### src/hw/rtl/akf_pkg.sv
// shared types, constants and helpers for the angle kalman filter
package akf_pkg;

    // default covariance fraction bits (Q2.30)
    localparam int COV_FRAC_BITS = 30;

    // register reset values, Q2.30
    localparam logic [30:0] RST_ANGLE_NOISE = 31'd1073742;
    localparam logic [30:0] RST_BIAS_NOISE  = 31'd3221225;
    localparam logic [30:0] RST_MEAS_NOISE  = 31'd32212255;
    localparam logic [30:0] RST_PERIOD      = 31'd10737418;

    // saturation bounds on a wide sum
    localparam logic signed [67:0] SAT_MAX = 68'sh0_7FFF_FFFF;
    localparam logic signed [67:0] SAT_MIN = -68'sh0_8000_0000;

    // configuration register indexes
    typedef enum logic [1:0] {
        REG_ANGLE_NOISE = 2'd0,
        REG_BIAS_NOISE  = 2'd1,
        REG_MEAS_NOISE  = 2'd2,
        REG_PERIOD      = 2'd3
    } t_reg;

    // multiply steps of one update, in issue order
    typedef enum logic [3:0] {
        MS_DT_RATE  = 4'd0,
        MS_DT_P11   = 4'd1,
        MS_DT_INNER = 4'd2,
        MS_BPN_DT   = 4'd3,
        MS_K0_Y     = 4'd4,
        MS_K1_Y     = 4'd5,
        MS_K0_P00   = 4'd6,
        MS_K0_P01   = 4'd7,
        MS_K1_P00   = 4'd8,
        MS_K1_P01   = 4'd9
    } t_mstep;

    // controller to datapath commands
    typedef struct packed {
        logic   load;
        logic   rate;
        logic   mul;
        logic   wb;
        logic   inner;
        logic   sy;
        logic   div_start;
        logic   div_sel;
        logic   out_load;
        t_mstep step;
    } t_cmd;

    // datapath to controller status
    typedef struct packed {
        logic div_done;
    } t_sts;

    // clamp a wide signed value to 32 bits signed
    function automatic logic signed [31:0] sat32(input logic signed [67:0] v);
        logic signed [31:0] r;
        if (v > SAT_MAX) begin
            r = 32'sh7FFF_FFFF;
        end else if (v < SAT_MIN) begin
            r = 32'sh8000_0000;
        end else begin
            r = v[31:0];
        end
        return r;
    endfunction

endpackage

### src/hw/rtl/akf_ctrl.sv
// controller: sequences one filter update and runs both handshakes
module akf_ctrl (
    input  logic          i_clk,
    input  logic          i_rst_n,
    input  logic          i_in_valid,
    output logic          o_in_ready,
    output logic          o_out_valid,
    input  logic          i_out_ready,
    input  akf_pkg::t_sts i_sts,
    output akf_pkg::t_cmd o_cmd
);
    typedef enum logic [8:0] {
        S_IDLE  = 9'b000000001,
        S_RATE  = 9'b000000010,
        S_MUL   = 9'b000000100,
        S_WB    = 9'b000001000,
        S_INNER = 9'b000010000,
        S_SY    = 9'b000100000,
        S_DST   = 9'b001000000,
        S_DIV   = 9'b010000000,
        S_OUT   = 9'b100000000
    } t_state;

    t_state          r_state, n_state;
    akf_pkg::t_mstep r_step, n_step;
    logic            r_dsel, n_dsel;
    logic            r_out_valid, n_out_valid;
    logic            w_out_load;

    assign w_out_load = (r_state == S_OUT) && (!r_out_valid || i_out_ready);

    // next state
    always_comb begin
        n_state = r_state;
        n_step  = r_step;
        n_dsel  = r_dsel;
        case (r_state)
            S_IDLE: begin
                if (i_in_valid) n_state = S_RATE;
            end
            S_RATE: begin
                n_step  = akf_pkg::MS_DT_RATE;
                n_state = S_MUL;
            end
            S_MUL: n_state = S_WB;
            S_WB: begin
                case (r_step)
                    akf_pkg::MS_DT_P11: n_state = S_INNER;
                    akf_pkg::MS_BPN_DT: n_state = S_SY;
                    akf_pkg::MS_K1_P01: n_state = S_OUT;
                    default: begin
                        n_step  = akf_pkg::t_mstep'(r_step + 4'd1);
                        n_state = S_MUL;
                    end
                endcase
            end
            S_INNER: begin
                n_step  = akf_pkg::MS_DT_INNER;
                n_state = S_MUL;
            end
            S_SY: begin
                n_dsel  = 1'b0;
                n_state = S_DST;
            end
            S_DST: n_state = S_DIV;
            S_DIV: begin
                if (i_sts.div_done) begin
                    if (!r_dsel) begin
                        n_dsel  = 1'b1;
                        n_state = S_DST;
                    end else begin
                        n_step  = akf_pkg::MS_K0_Y;
                        n_state = S_MUL;
                    end
                end
            end
            S_OUT: begin
                if (w_out_load) n_state = S_IDLE;
            end
            default: n_state = S_IDLE;
        endcase
    end

    // output register valid flag
    always_comb begin
        n_out_valid = r_out_valid;
        if (w_out_load) begin
            n_out_valid = 1'b1;
        end else if (r_out_valid && i_out_ready) begin
            n_out_valid = 1'b0;
        end
    end

    always_ff @(posedge i_clk) begin
        if (!i_rst_n) begin
            r_state     <= S_IDLE;
            r_step      <= akf_pkg::MS_DT_RATE;
            r_dsel      <= 1'b0;
            r_out_valid <= 1'b0;
        end else begin
            r_state     <= n_state;
            r_step      <= n_step;
            r_dsel      <= n_dsel;
            r_out_valid <= n_out_valid;
        end
    end

    // commands
    always_comb begin
        o_cmd.load      = (r_state == S_IDLE) && i_in_valid;
        o_cmd.rate      = (r_state == S_RATE);
        o_cmd.mul       = (r_state == S_MUL);
        o_cmd.wb        = (r_state == S_WB);
        o_cmd.inner     = (r_state == S_INNER);
        o_cmd.sy        = (r_state == S_SY);
        o_cmd.div_start = (r_state == S_DST);
        o_cmd.div_sel   = r_dsel;
        o_cmd.out_load  = w_out_load;
        o_cmd.step      = r_step;
    end

    assign o_in_ready  = (r_state == S_IDLE);
    assign o_out_valid = r_out_valid;

    // an accepted item starts the sequence
    a_accept_starts: assert property (@(posedge i_clk) disable iff (!i_rst_n)
        (r_state == S_IDLE) && i_in_valid |=> (r_state == S_RATE))
        else $error("accepted item did not start an update");

    // the divider never reports done in the cycle after a start
    a_div_latency: assert property (@(posedge i_clk) disable iff (!i_rst_n)
        o_cmd.div_start |=> !i_sts.div_done)
        else $error("divider finished too early");

    // a held result is never overwritten
    a_no_overwrite: assert property (@(posedge i_clk) disable iff (!i_rst_n)
        (r_state == S_OUT) && r_out_valid && !i_out_ready |=> (r_state == S_OUT))
        else $error("result overwritten while stalled");

    // a result is only presented after a full update
    a_out_after_update: assert property (@(posedge i_clk) disable iff (!i_rst_n)
        $rose(r_out_valid) |-> $past(r_state == S_OUT))
        else $error("result raised outside output step");

endmodule

### config.mk
export PLATFORM = sky130hd
export DESIGN_NAME = akf_ctrl
export DESIGN_NICKNAME = d
export VERILOG_FILES = /design/src/hw/rtl/akf_pkg.sv /design/src/hw/rtl/akf_ctrl.sv
export SDC_FILE = /design/constraint.sdc
export NUM_CORES = 1
export LEC_CHECK = 0
export ABC_AREA = 1
export BUFFER_PORTS_ARGS = -buffer_cell sky130_fd_sc_hd__buf_2
export CORE_MARGIN = 2
export CORE_UTILIZATION = 54
export DETAILED_ROUTE_END_ITERATION = 6
export HOLD_SLACK_MARGIN = 0.03
export PLACE_DENSITY = 0.78
export SLEW_MARGIN = 20
export SYNTH_ARGS = -nofsm -noshare
export SYNTH_HDL_FRONTEND = slang
export SYNTH_SLANG_ARGS = --single-unit
### constraint.sdc
create_clock -name i_clk -period 2 [get_ports i_clk]
set_clock_uncertainty 0.2 [all_clocks]
set_input_delay 0.1 -clock i_clk [delete_from_list [all_inputs] [get_ports i_clk]]
set_output_delay 0.1 -clock i_clk [all_outputs]
set_load 0.02 [all_outputs]
==> results.yml <==
run_status:
  outcome: "finished clean"
floorplan:
  row_count: 16
  initial_core_util_pct: 56.3
  core_area_um2: 1920
  floorplan.die_area_um2: 2380
  die_w_um: 48.8
  design.portCount: 20
  chipHeight_um: 48.8
clock_network:
  inserted_clock_buffers: 3
  clock-root-buffer: "clkbuf_4"
  cts_tree: "yes"
  post_cts_hold_buffer_count: 4
  clockBufferDepth: 2
  cts_max_level: 1
  reg_clk_slew_reported_paths_ns: 0.08
  postCtsResizedCells: 0
  post_cts_setup_driven_buffer_insertion_count: 0
  clock_insertion_delay_at_the_later_pin_of_the_skew_report_ns: 0.30
  clock_sinks: 15
worst_setup_path:
  worstReg2RegEnd: "r_step[1]"
  setup.worst_path.end_class: "output pin"
  highest_delay_cell_along_the_critical_path: "dfxtp_1"
  timing.critical_path.fanout_max: 6
  worst-setup-path-type: "reg2out"
  arrival_ns: 1.47
  worst_setup_path_startpoint: "r_state[0]"
  crit_path_max_incr_delay_ns: 0.35
  regToRegStartpoint: "r_step[0]"
  r2r_setup_slack_ns: 0.37
  cp-start-kind: "register"
  worst_r2r_path_depth: 9
  critPathRequiredTime_ns: 1.70
  crit_chain: "nor2_4, nand2_4, nor2_8, nand2_1, inv_1, buf_2"
pwr:
  power.clock.fraction_pct: 15.1
  power_report.internal_total_uw: 627
  power-per-cell-area_nw_per_um2: 957
  worst_voltage_drop_across_the_vdd_grid_mv: 0.729
  switching_power_uw: 577
  p_leak_nw: 0.681
  seqPwrFrac_pct: 31.4
  switching_share_pct: 47.9
  comb_power_share_pct: 53.5
timing:
  tns_setup_ns: 0
  timing.max_slew.rel_slack_pct: 72.1
  setup_violations: 0
  final_worst_path_cycle_share_pct: 88.7
  final-max-slew-violation-count: 0
  maximum_clock_frequency_ghz: 0.564
  max_slew.worst_pin.slew_ns: 0.419
  rsz0062_at_grt: "no"
  period_needed_ns: 1.77
  fin_worst_hold_slack_ns: 0.340
  final-hold-violation-count: 0
yosys:
  synth.area.top_cells: "dfxtp_1, inv_1, nand2_1"
  ys_ff_latch: 15
  synth-edff-count: 0
  ys_async_sr_fraction_pct: 0
  syn_area_um2: 1080
  synth_xor_area_share_pct: 1.62
  ys.flop_type: "dfxtp_1"
  synth.top_cells.by_count: "inv_1, nand2_1, dfxtp_1, nor2_1, nand3_1"
  synthMostInstantiatedCell: "inv_1"
  yosys_warnings: 0
  syn-num-nets: 162
  postSynthAreaPerCell_um2: 6.98
  yosysSeqAreaShare_pct: 27.7
  netlist-cell-type-count: 25
  netlist_instances: 155
  yosys.area_share.adder_pct: 2.31
  synth_compound_area_share_pct: 5.55
  synth_top_family_by_area: "simple AND/OR/NAND/NOR gates"
  synthDominantCellAreaShare_pct: 27.7
  synth.mux.area_fraction_pct: 0
  synth-simple-area-share_pct: 49.2
  netlist.top_cell.by_area: "dfxtp_1"
worst_hold_path:
  min_path_type: "reg2reg"
  timing.hold.worst_path_depth: 2
  min_delay_worst_endpoint: "r_step[1]"
  hp-start: "r_step[1]"
global_routing:
  grt_pass1_wl_um: 4530
  grt_use_total_pct: 23.9
  grt_start_max_net_pins: 13
  grt-ovfl-total: 0
  antenna_found_initial: 0
  first_global_vias: 1045
place:
  dp_hpwl_um: 2010
  portBuffers: 19
  placed_cells_incl_taps: 198
  routabilityCongestion: 0.983
cells_and_area:
  num_antenna_cells: 0
  sequential_cell_area_um2: 300
  fillerInstances: 191
  fin_nets: 187
  layout-drive-gt1-share_pct: 30.2
  layout-area-overhead-vs-synth_pct: 16.3
  multiInputGateArea_um2: 636
  post_layout_nonfiller_instances: 206
flow_run:
  max_cap_viol_count: 0
routing:
  detailroute.via_count: 1074
  drc: 0
  detail_route.wl_per_cell_um: 12.7
  drt_iter0_drc: 47
  route.detailed.vias_per_inst: 5.21
  count_of_tritonroute_iterations_in_the_first_routing_pass: 5
  drt.antenna.violating_nets: 0
  route.final.wire_length_um: 2610
-- sequential cells by signal, indices dropped and copies added, names as in the netlist --
signal and flops:
r_step 4, o_out_valid 1, r_state 9, r_dsel 1
-- worst max-delay path: cells and delay by family (launching register included) --
kind | cells | cell delay, ns
buffers and inverters | 2 | 0.28
DFF | 1 | 0.35
and+or+nand+nor | 4 | 0.56
-- layout make-up --
type	count	area share, %
timing repair buffer	23	10.7
tap	27	2.68
multi-input combinational	103	50.5
inverter	34	10.1
clock buffer	4	2.09
sequential	15	23.9
-- cells by family (layout without fill, tap and decap cells) --
logic type / Yosys count / in the layout
AOI/OAI and AO/OA: 10 / 10
DFF: 15 / 15
xor gates and xnor gates: 2 / 2
and+or+nand+nor: 89 / 89
buffers and inverters: 37 / 61
adders and majority gates: 2 / 2
-- placed cells by master, fill, tap and decap left out --
master | Yosys | final
nand2_4 | 5 | 5
nand3_1 | 14 | 14
nand3_2 | 5 | 5
nor4_1 | 1 | 1
nor2_1 | 15 | 15
nor3_1 | 7 | 7
nor2_8 | 2 | 2
o21ai_0 | 2 | 2
xnor2_1 | 1 | 1
clkbuf_1 | 1 | 1
xor2_1 | 1 | 1
inv_1 | 26 | 26
dfxtp_1 | 15 | 15
nand3b_4 | 1 | 1
clkbuf_4 | 0 | 3
a211oi_2 | 1 | 1
buf_2 | 0 | 19
a21oi_1 | 6 | 6
ha_1 | 2 | 2
dlygate4sd3_1 | 0 | 4
nor2_4 | 3 | 3
nand2_2 | 4 | 4
nand4_1 | 5 | 5
a22oi_1 | 1 | 1
nor2_2 | 3 | 3
inv_2 | 8 | 8
nand2_1 | 24 | 24
-- how the worst max path moves through the flow --
stage / to / slack, ns
after floorplan: r_step[3] / 0.40
after global placement: r_step[1] / 0.46
after detailed placement: r_step[3] / 0.40
after CTS: o_cmd[7] / 0.25
after global routing: o_cmd[12] / 0.14
final: o_cmd[7] / 0.23
-- power groups by stage --
stage,combinational (mW),clock (mW),sequential [mW]
floorplan,0.501,0,0.384
global placement,0.614,0,0.380
detailed placement,0.623,0,0.385
CTS,0.636,0.181,0.378
global route,0.707,0.197,0.384
finish,0.644,0.182,0.379
-- per-layer routing --
layer	share of wire, %	global-route usage [%]	vias up
li1	-	-	540
met1	40	28.4	473
met2	51	43.8	52
met3	7.5	3.99	9
met4	1.8	6.67	0
met5	0	0	-
-- through the flow --
step / worst slack (ns) / util, % / power, mW / cell area [um^2]
finish: 0.226 / 65.5 / 1.20 / 1260
global route: 0.137 / 65.5 / 1.29 / 1260
CTS: 0.253 / 65.5 / 1.19 / 1260
detailed placement: 0.404 / 62.0 / 1.01 / 1190
global placement: 0.458 / 62.0 / 0.993 / 1190
floorplan: 0.396 / - / 0.885 / 1080
Note: power is estimated with default switching activity, not from simulation.
